`config.mk`:
```
export PLATFORM = sky130hd
export DESIGN_NAME = gregorian_date_add_days
export DESIGN_NICKNAME = d
export VERILOG_FILES = /design/src/design/gda_pkg.sv /design/src/design/gda_year_ctr.sv /design/src/design/gda_alu.sv /design/src/design/gregorian_date_add_days.sv
export SDC_FILE = /design/constraint.sdc
export NUM_CORES = 1
export LEC_CHECK = 0
export BUFFER_PORTS_ARGS = -buffer_cell sky130_fd_sc_hd__buf_2
export CAP_MARGIN = 20
export CORE_ASPECT_RATIO = 0.7
export CORE_MARGIN = 4
export CORE_UTILIZATION = 40
export CTS_CLUSTER_SIZE = 8
export DETAILED_ROUTE_END_ITERATION = 10
export HOLD_SLACK_MARGIN = 0.12
export PLACE_DENSITY = 0.6
export SYNTH_ARGS = -nofsm -noshare
export SYNTH_HDL_FRONTEND = slang
export SYNTH_SLANG_ARGS = --single-unit
export TNS_END_PERCENT = 1
```
`constraint.sdc`:
```
create_clock -name aclk -period 6.3 [get_ports aclk]
set_input_delay 0.63 -clock aclk [delete_from_list [all_inputs] [get_ports aclk]]
set_output_delay 0.63 -clock aclk [all_outputs]
set_load 0.005 [all_outputs]
```
`src/design/gda_pkg.sv`:
```
// Package for the Gregorian date adder.
// Holds field widths, the sequencer/year-counter control struct and the
// calendar length helpers. No dependencies.
package gda_pkg;

    localparam int DAY_W    = 5;
    localparam int MONTH_W  = 4;
    localparam int YEAR_W   = 14;
    localparam int OFFSET_W = 20;
    // Internal year count runs one bit wider: converting back can pass 16383.
    localparam int YCNT_W   = YEAR_W + 1;
    // Ordinal day number: 16383 years plus the largest offset fits in 24 bits.
    localparam int ACC_W    = 24;
    localparam int LEN_W    = 9;

    localparam int S_DATA_W = 48;
    localparam int M_DATA_W = 24;

    localparam logic [MONTH_W-1:0] MONTH_JAN = 4'd1;
    localparam logic [MONTH_W-1:0] MONTH_FEB = 4'd2;
    localparam logic [MONTH_W-1:0] MONTH_DEC = 4'd12;

    typedef struct packed {
        logic clear;   // restart at year 1
        logic step;    // advance one year
    } yr_ctl_t;

    function automatic logic [LEN_W-1:0] year_len(input logic leap);
        logic [LEN_W-1:0] len;
        len = leap ? LEN_W'(366) : LEN_W'(365);
        return len;
    endfunction

    function automatic logic [LEN_W-1:0] month_len(input logic [MONTH_W-1:0] month,
                                                    input logic leap);
        logic [LEN_W-1:0] len;
        case (month)
            4'd2:                     len = leap ? LEN_W'(29) : LEN_W'(28);
            4'd4, 4'd6, 4'd9, 4'd11:  len = LEN_W'(30);
            default:                  len = LEN_W'(31);
        endcase
        return len;
    endfunction

endpackage

```
`src/design/gda_year_ctr.sv`:
```
// Year counter with running remainders mod 4/100/400 and leap flag.
// Depends on gda_pkg.
module gda_year_ctr
    import gda_pkg::*;
(
    input  logic              aclk,
    input  logic              aresetn,
    input  yr_ctl_t           ctl,
    output logic [YCNT_W-1:0] year,
    output logic              leap
);

    logic [YCNT_W-1:0] year_reg, year_next;
    logic [6:0]        c100_reg, c100_next;
    logic [8:0]        c400_reg, c400_next;

    always_comb begin
        year_next = year_reg;
        c100_next = c100_reg;
        c400_next = c400_reg;
        if (ctl.clear) begin
            year_next = YCNT_W'(1);
            c100_next = 7'd1;
            c400_next = 9'd1;
        end else if (ctl.step) begin
            year_next = year_reg + YCNT_W'(1);
            c100_next = (c100_reg == 7'd99)  ? 7'd0 : c100_reg + 7'd1;
            c400_next = (c400_reg == 9'd399) ? 9'd0 : c400_reg + 9'd1;
        end
    end

    always_ff @(posedge aclk) begin
        if (!aresetn) begin
            year_reg <= YCNT_W'(1);
            c100_reg <= 7'd1;
            c400_reg <= 9'd1;
        end else begin
            year_reg <= year_next;
            c100_reg <= c100_next;
            c400_reg <= c400_next;
        end
    end

    // 2^15 wrap is a multiple of 4, so the low bits stay the year mod 4
    assign year = year_reg;
    assign leap = (c400_reg == 9'd0) || ((year_reg[1:0] == 2'd0) && (c100_reg != 7'd0));

endmodule

```
`src/design/gda_alu.sv`:
```
// Shared add/subtract unit with greater-than flag for subtraction.
// Depends on gda_pkg.
module gda_alu
    import gda_pkg::*;
(
    input  logic [ACC_W-1:0] acc,
    input  logic [ACC_W-1:0] opnd,
    input  logic             sub,
    output logic [ACC_W-1:0] res,
    output logic             gt     // acc > opnd, valid when sub
);

    logic [ACC_W:0] sum;

    always_comb begin
        sum = {1'b0, acc} + {1'b0, (sub ? ~opnd : opnd)} + {{ACC_W{1'b0}}, sub};
    end

    assign res = sum[ACC_W-1:0];
    // carry out means no borrow; nonzero difference means strictly greater
    assign gt  = sum[ACC_W] && (sum[ACC_W-1:0] != '0);

endmodule

```
`src/design/gregorian_date_add_days.sv`:
```
// Gregorian date adder, top level.
// Depends on gda_pkg, gda_year_ctr and gda_alu.
//
// Usage:
//   Input channel s_*: one transaction carries a start date and a day count.
//   Output channel m_*: one transaction per input carries the resulting date.
//   Dates are proleptic Gregorian, years counted from year 1.
//
// Operation: the start date becomes an ordinal day number by walking year by
// year from year 1 and month by month, adding lengths through one shared
// adder; the offset and day are added; then whole years and months are
// subtracted through the same adder until the remainder is the day of month.
//
// The walk takes one year or month per cycle; year 0 walks like year 1, and
// months are walked after clamping.
// Throughput: one item at a time; s_tready is high only while idle.
// The result sits in an output register, so a new item is taken while the
// previous result still waits; a stalled receiver only holds the finishing
// step when a second result is ready.
// Reset (aresetn low, synchronous) returns to idle with no result pending.
module gregorian_date_add_days
    import gda_pkg::*;
(
    input  logic                aclk,
    input  logic                aresetn,
    input  logic                s_tvalid,
    output logic                s_tready,
    // {start_day[4:0], start_month[8:5], start_year[22:9], offset_days[42:23],
    //  zero pad[47:43]} from bit 0 up
    input  logic [S_DATA_W-1:0] s_tdata,
    output logic                m_tvalid,
    input  logic                m_tready,
    // {result_day[4:0], result_month[8:5], result_year[22:9], zero pad[23]} from bit 0 up
    output logic [M_DATA_W-1:0] m_tdata
);

    localparam logic [2:0] ST_IDLE       = 3'd0;
    localparam logic [2:0] ST_YEARS_IN   = 3'd1;
    localparam logic [2:0] ST_MONTHS_IN  = 3'd2;
    localparam logic [2:0] ST_ADD_OFF    = 3'd3;
    localparam logic [2:0] ST_ADD_DAY    = 3'd4;
    localparam logic [2:0] ST_YEARS_OUT  = 3'd5;
    localparam logic [2:0] ST_MONTHS_OUT = 3'd6;
    localparam logic [2:0] ST_FINISH     = 3'd7;

    logic [2:0]          state_reg, state_next;
    logic [DAY_W-1:0]    day_reg, day_next;
    logic [MONTH_W-1:0]  month_reg, month_next;
    logic [YEAR_W-1:0]   year_reg, year_next;
    logic [OFFSET_W-1:0] off_reg, off_next;
    logic [MONTH_W-1:0]  mon_reg, mon_next;      // month walker
    logic [ACC_W-1:0]    acc_reg, acc_next;      // ordinal day accumulator
    logic                m_valid_reg, m_valid_next;
    logic [M_DATA_W-1:0] m_data_reg, m_data_next;

    yr_ctl_t             yctl;
    logic [YCNT_W-1:0]   cur_year;
    logic                cur_leap;
    logic                start_leap;

    logic [ACC_W-1:0]    alu_opnd;
    logic                alu_sub;
    logic [ACC_W-1:0]    alu_res;
    logic                alu_gt;

    logic                in_fire;
    logic [MONTH_W-1:0]  in_month;

    gda_year_ctr u_year_ctr (
        .aclk    (aclk),
        .aresetn (aresetn),
        .ctl     (yctl),
        .year    (cur_year),
        .leap    (cur_leap)
    );

    gda_alu u_alu (
        .acc  (acc_reg),
        .opnd (alu_opnd),
        .sub  (alu_sub),
        .res  (alu_res),
        .gt   (alu_gt)
    );

    assign s_tready = (state_reg == ST_IDLE);
    assign in_fire  = s_tvalid && s_tready;

    // month 0 counts as January, 13..15 as December
    always_comb begin
        in_month = s_tdata[8:5];
        if (in_month == 4'd0) begin
            in_month = MONTH_JAN;
        end else if (in_month > MONTH_DEC) begin
            in_month = MONTH_DEC;
        end
    end

    // year 0 has no preceding years and counts as leap
    assign start_leap = (year_reg == '0) || cur_leap;

    // operand select for the shared adder
    always_comb begin
        alu_opnd = '0;
        alu_sub  = 1'b0;
        unique case (state_reg)
            ST_YEARS_IN:   alu_opnd = ACC_W'(year_len(cur_leap));
            ST_MONTHS_IN:  alu_opnd = ACC_W'(month_len(mon_reg, start_leap));
            ST_ADD_OFF:    alu_opnd = ACC_W'(off_reg);
            ST_ADD_DAY:    alu_opnd = ACC_W'(day_reg);
            ST_YEARS_OUT: begin
                alu_opnd = ACC_W'(year_len(cur_leap));
                alu_sub  = 1'b1;
            end
            ST_MONTHS_OUT: begin
                alu_opnd = ACC_W'(month_len(mon_reg, cur_leap));
                alu_sub  = 1'b1;
            end
            default: begin
                alu_opnd = '0;
                alu_sub  = 1'b0;
            end
        endcase
    end

    // sequencer
    always_comb begin
        state_next   = state_reg;
        day_next     = day_reg;
        month_next   = month_reg;
        year_next    = year_reg;
        off_next     = off_reg;
        mon_next     = mon_reg;
        acc_next     = acc_reg;
        m_valid_next = m_valid_reg && !m_tready;
        m_data_next  = m_data_reg;
        yctl         = '0;

        unique case (state_reg)
            ST_IDLE: begin
                if (in_fire) begin
                    day_next   = s_tdata[4:0];
                    month_next = in_month;
                    year_next  = s_tdata[22:9];
                    off_next   = s_tdata[42:23];
                    mon_next   = MONTH_JAN;
                    acc_next   = '0;
                    yctl.clear = 1'b1;
                    state_next = ST_YEARS_IN;
                end
            end
            ST_YEARS_IN: begin
                // add lengths of years 1 .. start_year-1
                if ({1'b0, year_reg} > cur_year) begin
                    acc_next  = alu_res;
                    yctl.step = 1'b1;
                end else begin
                    state_next = ST_MONTHS_IN;
                end
            end
            ST_MONTHS_IN: begin
                if (mon_reg < month_reg) begin
                    acc_next = alu_res;
                    mon_next = mon_reg + MONTH_W'(1);
                end else begin
                    state_next = ST_ADD_OFF;
                end
            end
            ST_ADD_OFF: begin
                acc_next   = alu_res;
                state_next = ST_ADD_DAY;
            end
            ST_ADD_DAY: begin
                acc_next   = alu_res;
                mon_next   = MONTH_JAN;
                yctl.clear = 1'b1;
                state_next = ST_YEARS_OUT;
            end
            ST_YEARS_OUT: begin
                // remove whole years while more than a full year remains
                if (alu_gt) begin
                    acc_next  = alu_res;
                    yctl.step = 1'b1;
                end else begin
                    state_next = ST_MONTHS_OUT;
                end
            end
            ST_MONTHS_OUT: begin
                if ((acc_reg != '0) && (mon_reg < MONTH_DEC) && alu_gt) begin
                    acc_next = alu_res;
                    mon_next = mon_reg + MONTH_W'(1);
                end else begin
                    state_next = ST_FINISH;
                end
            end
            ST_FINISH: begin
                if (!m_valid_reg || m_tready) begin
                    m_valid_next = 1'b1;
                    m_data_next  = {1'b0, cur_year[YEAR_W-1:0], mon_reg, acc_reg[DAY_W-1:0]};
                    state_next   = ST_IDLE;
                end
            end
            default: begin
                state_next = ST_IDLE;
            end
        endcase
    end

    always_ff @(posedge aclk) begin
        if (!aresetn) begin
            state_reg   <= ST_IDLE;
            m_valid_reg <= 1'b0;
        end else begin
            state_reg   <= state_next;
            m_valid_reg <= m_valid_next;
        end
    end

    always_ff @(posedge aclk) begin
        day_reg    <= day_next;
        month_reg  <= month_next;
        year_reg   <= year_next;
        off_reg    <= off_next;
        mon_reg    <= mon_next;
        acc_reg    <= acc_next;
        m_data_reg <= m_data_next;
    end

    assign m_tvalid = m_valid_reg;
    assign m_tdata  = m_data_reg;

endmodule
```
## Word level (Yosys, flattened, before mapping)

Index checks and enable logic that the tools add are counted.

| word-level totals | value |
|---|---|
| word-level logic and storage cells | 116 |
| output and inout port bits | 26 |
| flip-flop bits (word level) | 129 |
| bits of input ports | 52 |

| operators by class | value |
|---|---|
| reductions and logical operators | 32 |
| equality and inequality tests | 24 |
| muxes and demuxes | 35 |
| bitwise gates (word level) | 2 |
| magnitude comparators | 4 |
| $add $sub $neg | 6 |

Operators by type and width:

| operator | number |
|---|---|
| $mux W24 | 6 |
| $pmux W24 S6 | 1 |
| $pmux W20 S5 | 1 |
| $reduce_bool A24 Y1 | 2 |
| $add A24 B24 Y25 | 1 |
| $add A25 B1 Y25 | 1 |
| $not A20 Y24 | 1 |
| $pmux W3 S8 | 1 |
| $mux W3 | 6 |
| $ne A2 B2 Y1 const B | 9 |
| $mux W4 | 4 |
| $pmux W4 S4 | 1 |
| $add A15 B1 Y15 const B | 1 |
| $gt A14 B15 Y1 | 1 |
| $logic_not A14 Y1 | 1 |
| $eq A3 B3 Y1 const B | 4 |
| $reduce_and A6 Y1 | 2 |
| $reduce_or A2 Y1 | 5 |
| $add A9 B1 Y9 const B | 1 |
| $eq A9 B9 Y1 const B | 1 |
| $logic_not A9 Y1 | 1 |
| $mux W9 | 1 |
| $eq A4 B3 Y1 const B | 2 |
| $eq A4 B4 Y1 const B | 2 |
| 28 further kinds | 47 |

## Depth between registers and ports, before layout

Gate-level depths: netlist of run 1.

| logic depth | value |
|---|---|
| depth after elaboration | 16 |
| mapped depth | 24 |
| gate-level depth less buffers | 22 |

## Cells and area by module

From an unflattened synthesis of run 1, not the netlist that was laid out.

| unflattened totals | value |
|---|---|
| cell total of the unflattened synthesis | 772 |
| area, all modules | 7868.8 um2 |

Modules (own cells, without submodules):

| module | sequential area each (um2) | times used | area each (um2) | cells an instance |
|---|---|---|---|---|
| gregorian_date_add_days | 2902.8 | 1 | 4374.2 | 318 |
| gda_alu | 0.0 | 1 | 1960.6 | 277 |
| gda_year_ctr | 620.6 | 1 | 1534.0 | 177 |

## Worst setup path before layout of run 1

OpenSTA, ideal clock, no wires.

| timing path | value |
|---|---|
| path type | flip-flop to flip-flop |
| start | register mon_reg[0] |
| end | register acc_reg[0], enable pin |
| clock period less this slack | 5.883 ns |
| buffers on the path | 0 |
| arrival | 5.467 ns |
| slack | 0.417 ns |
| setup time | 0.417 ns |
| required time | 5.883 ns |
| stages on the path, launching flop included | 20 |
| cells stage by stage | edfxtp_1 -> inv_1 -> ha_1 -> nor3b_1 -> nand4_2 -> a211oi_2 -> or2_4 -> inv_1 -> fa_1 -> nand2b_1 -> a21oi_1 -> o2111ai_1 -> a211oi_2 -> o21a_1 -> o21ai_1 -> a21oi_1 -> nor2_1 -> a211oi_1 -> nor2_1 -> a2bb2oi_1 |

| on the way | value |
|---|---|
| word-level cells in the longest chain between the ends | 13 |
| elaborated cells between the ends (all ways) | 23 |
| those cells by class | add/sub (2); order compare (2); eq/ne (8); mux (4); bitwise (1); reduce/logical (6) |

RTL lines:

| item | line | source |
|---|---|---|
| start: declaration | gregorian_date_add_days.sv:51 | `logic [MONTH_W-1:0] mon_reg, mon_next;` |
| start signal: assignment | gregorian_date_add_days.sv:223 | `mon_reg <= mon_next;` |
| $eq A4 B3 Y1 / $eq A4 B4 Y1 (equally long branches) | gda_pkg.sv:37 | `case (month)` |
| $reduce_or A4 Y1 | gda_pkg.sv:37 |  |
| $pmux W2 S2 | gda_pkg.sv:37 |  |
| $pmux W20 S5 | gregorian_date_add_days.sv:105 | `unique case (state_reg)` |
| $not A20 Y24 | gda_alu.sv:16 | `sum = {1'b0, acc} + {1'b0, (sub ? ~opnd : opnd)} + {{ACC_W{1'b0}}, sub};` |
| $mux W24 | gda_alu.sv:16 |  |
| $add A24 B24 Y25 | gda_alu.sv:16 |  |
| $add A25 B1 Y25 | gda_alu.sv:16 |  |
| $reduce_bool A24 Y1 | gda_alu.sv:21 | `assign gt = sum[ACC_W] && (sum[ACC_W-1:0] != '0);` |
| $logic_and A1 B1 Y1 | gda_alu.sv:21 |  |
| $logic_and A1 B1 Y1 | gregorian_date_add_days.sv:188 | `if ((acc_reg != '0) && (mon_reg < MONTH_DEC) && alu_gt) begin` |
| $ne A2 B2 Y1 (no line) | -- |  |
| $reduce_and A6 Y1 (no line) (*) | -- |  |
| end signal: assignment | gregorian_date_add_days.sv:224 | `acc_reg <= acc_next;` |
| end: declaration | gregorian_date_add_days.sv:52 | `logic [ACC_W-1:0] acc_reg, acc_next;` |

Mark *: on every way between the ends. The rest lies on a longest branch, timed or not.
A chain may end at the register's enable or synchronous reset.

## Final worst setup path of run 1

| timing path | value |
|---|---|
| start | register u_year_ctr.c100_reg[0] |
| end | register u_year_ctr.year_reg[11] (netlist: u_year_ctr.year[11]) |

| on the way | value |
|---|---|
| word-level cells in the longest chain between the ends | 15 |
| elaborated cells between the ends (all ways) | 18 |
| those cells by class | add/sub (2); mux (9); bitwise (1); reduce/logical (6) |

RTL lines:

| item | line | source |
|---|---|---|
| start: declaration | gda_year_ctr.sv:14 | `logic [6:0] c100_reg, c100_next;` |
| start signal: assignment | gda_year_ctr.sv:39 | `c100_reg <= c100_next;` |
| $reduce_bool A7 Y1 (*) | gda_year_ctr.sv:46 | `assign leap = (c400_reg == 9'd0) \|\| ((year_reg[1:0] == 2'd0) && (c100_reg != 7'd0));` |
| $logic_and A1 B1 Y1 (*) | gda_year_ctr.sv:46 |  |
| $logic_or A1 B1 Y1 (*) | gda_year_ctr.sv:46 |  |
| $logic_or A1 B1 Y1 | gregorian_date_add_days.sv:99 | `assign start_leap = (year_reg == '0) \|\| cur_leap;` |
| $mux W1 | gda_pkg.sv:38 | `4'd2: len = leap ? LEN_W'(29) : LEN_W'(28);` |
| $pmux W2 S2 | gda_pkg.sv:37 |  |
| $pmux W20 S5 (*) | gregorian_date_add_days.sv:105 |  |
| $not A20 Y24 | gda_alu.sv:16 |  |
| $mux W24 (*) | gda_alu.sv:16 |  |
| $add A24 B24 Y25 (*) | gda_alu.sv:16 |  |
| $add A25 B1 Y25 (*) | gda_alu.sv:16 |  |
| $reduce_bool A24 Y1 | gda_alu.sv:21 |  |
| $logic_and A1 B1 Y1 (*) | gda_alu.sv:21 |  |
| $mux W1 (*) | gregorian_date_add_days.sv:180 | `if (alu_gt) begin` |
| $pmux W1 S2 (*) | gregorian_date_add_days.sv:138 | `unique case (state_reg)` |
| end signal: assignment | gda_year_ctr.sv:38 | `year_reg <= year_next;` |
| end: declaration | gda_year_ctr.sv:13 | `logic [YCNT_W-1:0] year_reg, year_next;` |

Marks and branches as above.

==> flow_summary.yaml, run 1 <==
synth:
  synth_warnings: 0
  netlist_area_mm2: 0.008036
  synth_area_leaders: "edfxtp_1 35%, dfxtp_1 8.7%, ha_1 7.8%"
  ys.flop_type: "edfxtp_1"
  synth_edf_count: 94
  yosysTopAreaCell: "edfxtp_1"
  synthesis.nets: 936
  avgSynthCellArea_um2: 9.648
  synth_cell_type_count: 91
  yosysTopAreaCellShare: 0.3512
  ys_async_sr_fraction: 0
  postSynthCellCount: 833
  ys_ff_latch: 129
  synth-seq-area-share: 0.4384
setup_path:
  reg2reg_slack_ns: 0.45
  start_kind: "flip-flop"
  cpMostUsedCell: "inv_1"
  worstSetupPathType: "flip-flop to flip-flop"
  cp.required_ns: 6.62
  slowest_stage: "a222oi_1"
  critPathMaxStageDelay_ns: 0.46
  crit_chain: "inv_1 -> ha_1 -> or3b_1 -> o21ai_1 -> nand4_2 -> a211oi_4 -> or2_4 -> inv_1 -> fa_1 -> nand2b_1 -> a21oi_1 -> o2111ai_1 -> a211oi_2 -> o31a_1 -> o21ai_0 -> a222oi_1 -> and4_4 -> o211ai_4 -> buf_12 -> nand4_1 -> mux2_2"
  cp-end-kind: "flip-flop"
  critPathBufInv: 3
  path_delay_family: "compound AO/OA/AOI/OAI gates"
  path_max_fanout: 35
  crit_arrival_ns: 6.16
  worstSetupPathDepth: 21
  worstRegToRegCells: 21
hold_path:
  hp-class: "input pin to flip-flop"
  hold_path_depth: 1
drt:
  vias: 6770
  drc: 0
  drtPass1Iterations: 5
  viasPerCell: 5.694
  wl_per_cell_um: 18.10
  postRouteWirelength_um: 21520
  drtAntennaViolNets: 0
  drtIter0Drc: 576
finish:
  finalNetCount: 1009
  antenna_cells: 0
  syn_to_final_growth_pct: 15.72
  largest_reg_flops: 24
  final_util: 0.4710
  layout-drive-gt1-share: 0.1785
sta:
  drv_slew: 0
  finalSetupTns_ns: 0
  fmax_mhz: 171.0
  setup_viol: 0
  max-slew-margin-rel: 0.3125
  rsz0062_at_grt: "false"
  skew_ns: 0.01164
  worst_pin_slew_ns: 1.031
  period_share: 0.9284
  finalHoldViolations: 0
  period_needed_ns: 5.849
power_and_ir_drop:
  power_density_mw_per_mm2: 389.3
  vdd_ir_drop_max_uv: 199.4
  p_leak_uw: 0.003632
  p_clk_frac: 0.261
  power_frac_seq: 0.347
  internal-power_uw: 2177
  swShare: 0.3988
  p_comb_frac: 0.392
  finalPower_uw: 3621
  switchingPower_uw: 1444
clocking:
  cts_sinks: 129
  clock_latency_ns: 0.43
  cts_tree: "built"
  cts-root-buf: "clkbuf_16"
  htreeDepth: 4
  path_clk_slew_ns: 0.06
  ctsLongestPathBuffers: 2
  cts_made_buffers: 17
die:
  core_mm2: 0.01975
  die_h_um: 126.6
  rows: 43
  start_util: 0.4070
  die_w_um: 177.4
  io_pins: 78
  dieArea_mm2: 0.02246
global_routing:
  grt_pass1_wl_um: 34220
  antenna_found_initial: 0
  grt_use_total: 0.1944
  grt_max_degree: 44
  first_global_vias: 6103
  grt_overflow: 0
placed_design:
  dp.final_hpwl_um: 16320
  place.port_buffers: 71
  place.gp.congestion: 0.9238
flow_run:
  maxCapViolCount: 0
outcome:
  outcome: "complete, no violations"
## routing by layer
| metal | global-route usage | up-vias | routed length [µm] |
|---|---|---|---|
| li1 | - | 3299 | - |
| met1 | 0.3266 | 3211 | 11640 |
| met2 | 0.2413 | 250 | 8039 |
| met3 | 0.05124 | 10 | 1705 |
| met4 | 0.04091 | 0 | 133 |
| met5 | 0 | - | 0 |
## power groups by stage
stage          Sequential, µW  Clock, µW  Combinational, µW
2_1_floorplan            1200          0               1030
3_3_place_gp             1270          0               1380
3_5_place_dp             1270          0               1380
4_1_cts                  1250        966               1390
5_1_grt                  1270       1000               1560
6_report                 1260        947               1420
## through the flow
stage	area (µm²)	std cells	hold slack, ns	worst slack, ns
after floorplan	8036	833	0.4305	0.4169
after global placement	8723	1157	0.4686	0.4412
after detailed placement	8723	1157	0.4737	0.4502
after CTS	9284	1189	0.3600	0.3828
after global routing	9300	1189	0.3628	0.06160
final	9300	1189	0.3775	0.4511
## repair_timing
item / CTS / global route
endpoints found under the setup margin: 0 / 39
hold buffers: 0 / 0
gates resized for setup: 0 / 3
buffers inserted: 0 / 0
## Yosys cell counts, types with 4 or more instances
master and instances:
edfxtp_1 94, nor2_1 69, a21oi_1 65, nand2_1 64, o21ai_0 52, ha_1 50, inv_1 41, dfxtp_1 35
nand3_1 27, clkbuf_1 21, nor3_1 21, nand4_1 19, a21o_1 17, and3_1 16, nand2b_1 15, and2_1 13
nor4_1 13, or3_1 12, o21a_1 11, a211oi_1 10, nor2b_1 9, buf_2 7, o21ai_1 7, xnor2_1 7
a211oi_2 6, o211ai_1 6, o31ai_1 6, a31o_2 5, nor3b_1 5, or3_2 5, xor2_1 5, a221o_1 4
a311oi_1 4, nor4b_1 4, o211a_1 4, o21bai_1 4
## worst paths after layout
kind / start / end
worst max-delay path: u_year_ctr.c100_reg[0] / u_year_ctr.year[11]
worst max register to register: u_year_ctr.c100_reg[0] / u_year_ctr.year[11]
worst min register to register: u_year_ctr.c100_reg[6] / u_year_ctr.c100_reg[6]
worst min-delay path: s_tdata[37] / off_reg[14]
## area by class of cell
class	count	area, µm²
clock buffers	17	425.4
clock inverters	15	135.1
fillers	1862	10450
inverters	41	153.9
multi-input cells	626	4194
flip-flops and latches	129	3523
well taps	270	337.8
repair buffers	91	530.5
## layout by cell type, fill, tap and decap left out, drive strengths merged, types with 4 or more instances in the layout
master	n
o211a	5
o31ai	6
nor4b	4
o211ai	7
o21a	11
nand3	27
a221o	4
clkbuf	17
buf	91
clkinv	6
and2	14
a211oi	16
nor4	13
dfxtp	35
xnor2	7
o21ai	62
a21oi	66
edfxtp	94
nor2b	9
or3	17
nand4	20
and3	17
xor2	5
nand2	64
a31o	7
nor2	69
a21o	17
inv	46
o21bai	4
a311oi	4
ha	50
nand2b	15
nor3	21
nor3b	5
## cells by family after synthesis
kind of cell	count (synthesis)	share of synthesized area
mux	4	0.005138
xor+xnor	12	0.01308
fa+ha+maj	51	0.08034
other cells	1	0.0004666
compound gates	246	0.2145
simple gates	312	0.2033
buf+inv	78	0.04468
flops	129	0.4384
Power figures use the tool's default switching activity.
==> inputs of run 2 (changes only) <==
--- a/config.mk
+++ b/config.mk
@@ -13,8 +13,9 @@
 export CTS_CLUSTER_SIZE = 8
 export DETAILED_ROUTE_END_ITERATION = 10
 export HOLD_SLACK_MARGIN = 0.12
-export PLACE_DENSITY = 0.6
+export PLACE_DENSITY = 0.58
+export REMOVE_ABC_BUFFERS = 1
 export SYNTH_ARGS = -nofsm -noshare
 export SYNTH_HDL_FRONTEND = slang
 export SYNTH_SLANG_ARGS = --single-unit
-export TNS_END_PERCENT = 1
+export TNS_END_PERCENT = 20
==> constraint.sdc (replaced) <==
create_clock -name aclk -period 6.7 [get_ports aclk]
set_input_delay 0.67 -clock aclk [delete_from_list [all_inputs] [get_ports aclk]]
set_output_delay 0.67 -clock aclk [all_outputs]
set_load 0.005 [all_outputs]
==> run 2 against run 1 <==
  * Worst setup slack improved by 0.019 ns
  * Total power decreased by 3.5%
  * Critical path type unchanged
  * Sequential share of layout area rose by 0.056 points
  * Hold slack gained 0.036 ns
  * Largest cell class unchanged
  * Critical endpoint is now acc_reg[22]
==> flow_summary.yaml, run 2 (synthesis gave the netlist of run 1 again) <==
outcome:
  outcome: "complete, no violations"
die:
  rows: 43
  die_h_um: 126.6
  die_w_um: 177.4
  core_mm2: 0.01975
  dieArea_mm2: 0.02246
  start_util: 0.4070
  io_pins: 78
global_routing:
  antenna_found_initial: 0
  grt_overflow: 0
  first_global_vias: 6221
  grt_max_degree: 44
  grt_use_total: 0.1994
  grt_pass1_wl_um: 34890
drt:
  wl_per_cell_um: 18.44
  drtIter0Drc: 501
  vias: 6797
  viasPerCell: 5.755
  drc: 0
  drtPass1Iterations: 5
  drtAntennaViolNets: 0
  postRouteWirelength_um: 21770
clocking:
  cts_made_buffers: 17
  htreeDepth: 4
  cts_sinks: 129
  path_clk_slew_ns: 0.06
  ctsHoldBuffers: 0
  ctsLongestPathBuffers: 2
  clock_latency_ns: 0.43
  cts_tree: "built"
  cts-root-buf: "clkbuf_16"
finish:
  n_fill_cell: 1889
  layout_commonest_cell: "edfxtp_1"
  layout-drive-gt1-share: 0.1712
  largest_reg_flops: 24
  antenna_cells: 0
  syn_to_final_growth_pct: 15.55
  finalNetCount: 1001
  final_cell_mix: "94 x edfxtp_1, 71 x buf_2, 68 x nor2_1"
  instances_no_fill: 1181
placed_design:
  place_inst: 1148
  place.port_buffers: 71
  preCtsSetupSlack_ns: 0.5550
  dp.final_hpwl_um: 16350
  place.gp.congestion: 0.9044
hold_path:
  hold_start: "s_tdata[34]"
  hold_path_depth: 1
  hp-class: "input pin to flip-flop"
setup_path:
  crit_arrival_ns: 6.31
  path_max_fanout: 24
  cp.required_ns: 6.78
  start_kind: "flip-flop"
  cp-end-kind: "flip-flop"
  crit_start: "u_year_ctr.c100_reg[0]"
  timing.rr.start: "u_year_ctr.c100_reg[0]"
  worstSetupPathType: "flip-flop to flip-flop"
  worstRegToRegCells: 21
power_and_ir_drop:
  p_leak_uw: 0.003625
  power_density_mw_per_mm2: 376.3
  vdd_ir_drop_max_uv: 199.0
sta:
  finalHoldViolations: 0
  holdWs_ns: 0.4137
  finalSetupTns_ns: 0
  worst_pin_slew_ns: 0.8094
  rsz0062_at_grt: "false"
  worst_slack_ns: 0.4704
  max-slew-margin-rel: 0.4604
  skew_ns: 0.01285
  fmax_mhz: 160.5
  drv_slew: 0
  setup_viol: 0
  period_needed_ns: 6.230
  period_share: 0.9298
flow_run:
  maxCapViolCount: 0
[run 2: changes by cell type in the layout (fill, tap and decap cells not counted), sizes merged]
cell | before | now
buf | 91 | 83
clkbuf | 17 | 20
clkinv | 6 | 3
clkinvlp | 3 | 0
inv | 46 | 49
[run 2: final timing paths]
path | endpoint | slack, ns
max | acc_reg[22] | 0.47
min | off_reg[11] | 0.41
max reg2reg | acc_reg[22] | 0.47
min reg2reg | m_tdata[22] | 0.47
[run 2: cell type report]
class                      count  area, µm²  area share
clock buffer                  20      489.2     0.05268
clock inverter                12      133.9     0.01442
inverter                      41      153.9     0.01657
multi-input combinational    626       4183      0.4504
sequential                   129       3523      0.3794
tap                          270      337.8     0.03638
timing repair buffer          83      465.4     0.05012
[run 2: routing by layer]
| layer | up-vias | track usage | wire (µm) |
|---|---|---|---|
| met5 | - | 0 | 0 |
| met4 | 0 | 0.04727 | 210 |
| met3 | 20 | 0.05630 | 1720 |
| met2 | 249 | 0.2554 | 8207 |
| met1 | 3238 | 0.3237 | 11640 |
| li1 | 3290 | - | - |
[run 2: worst max-delay path, stage by stage, from the launching register on]
cell and delay [ns]:
dfxtp_1 0.35, inv_1 0.11, ha_1 0.14, or3b_1 0.42
o21a_1 0.24, o41ai_4 0.38, a22o_1 0.40, or2_4 0.21
inv_1 0.05, fa_1 0.38, nand2b_1 0.18, a21oi_1 0.37
o2111ai_1 0.32, a211oi_2 0.42, o21a_1 0.20, o21ai_1 0.10
a21oi_1 0.38, nor2_1 0.12, a211oi_1 0.40, nor2_1 0.18
a2bb2oi_2 0.16, buf_4 0.34
[run 2: power breakdown]
part	internal, µW	switching (µW)	total [µW]
logic	463	861	1320
clock network	581	401	982
registers	1050	135	1190
[run 2: per-stage QoR]
| stage | instance area, µm² | utilization | power (µW) |
|---|---|---|---|
| after floorplan | 7831 | - | 2056 |
| after global placement | 8631 | 0.4371 | 2470 |
| after detailed placement | 8631 | 0.4371 | 2478 |
| after CTS | 9254 | 0.4687 | 3474 |
| after global routing | 9286 | 0.4703 | 3704 |
| final | 9286 | 0.4703 | 3494 |
[run 2: timing repair]
item / CTS / global route
setup buffers: 0 / 0
endpoints found under the setup margin: 0 / 28
resized for setup: 0 / 1
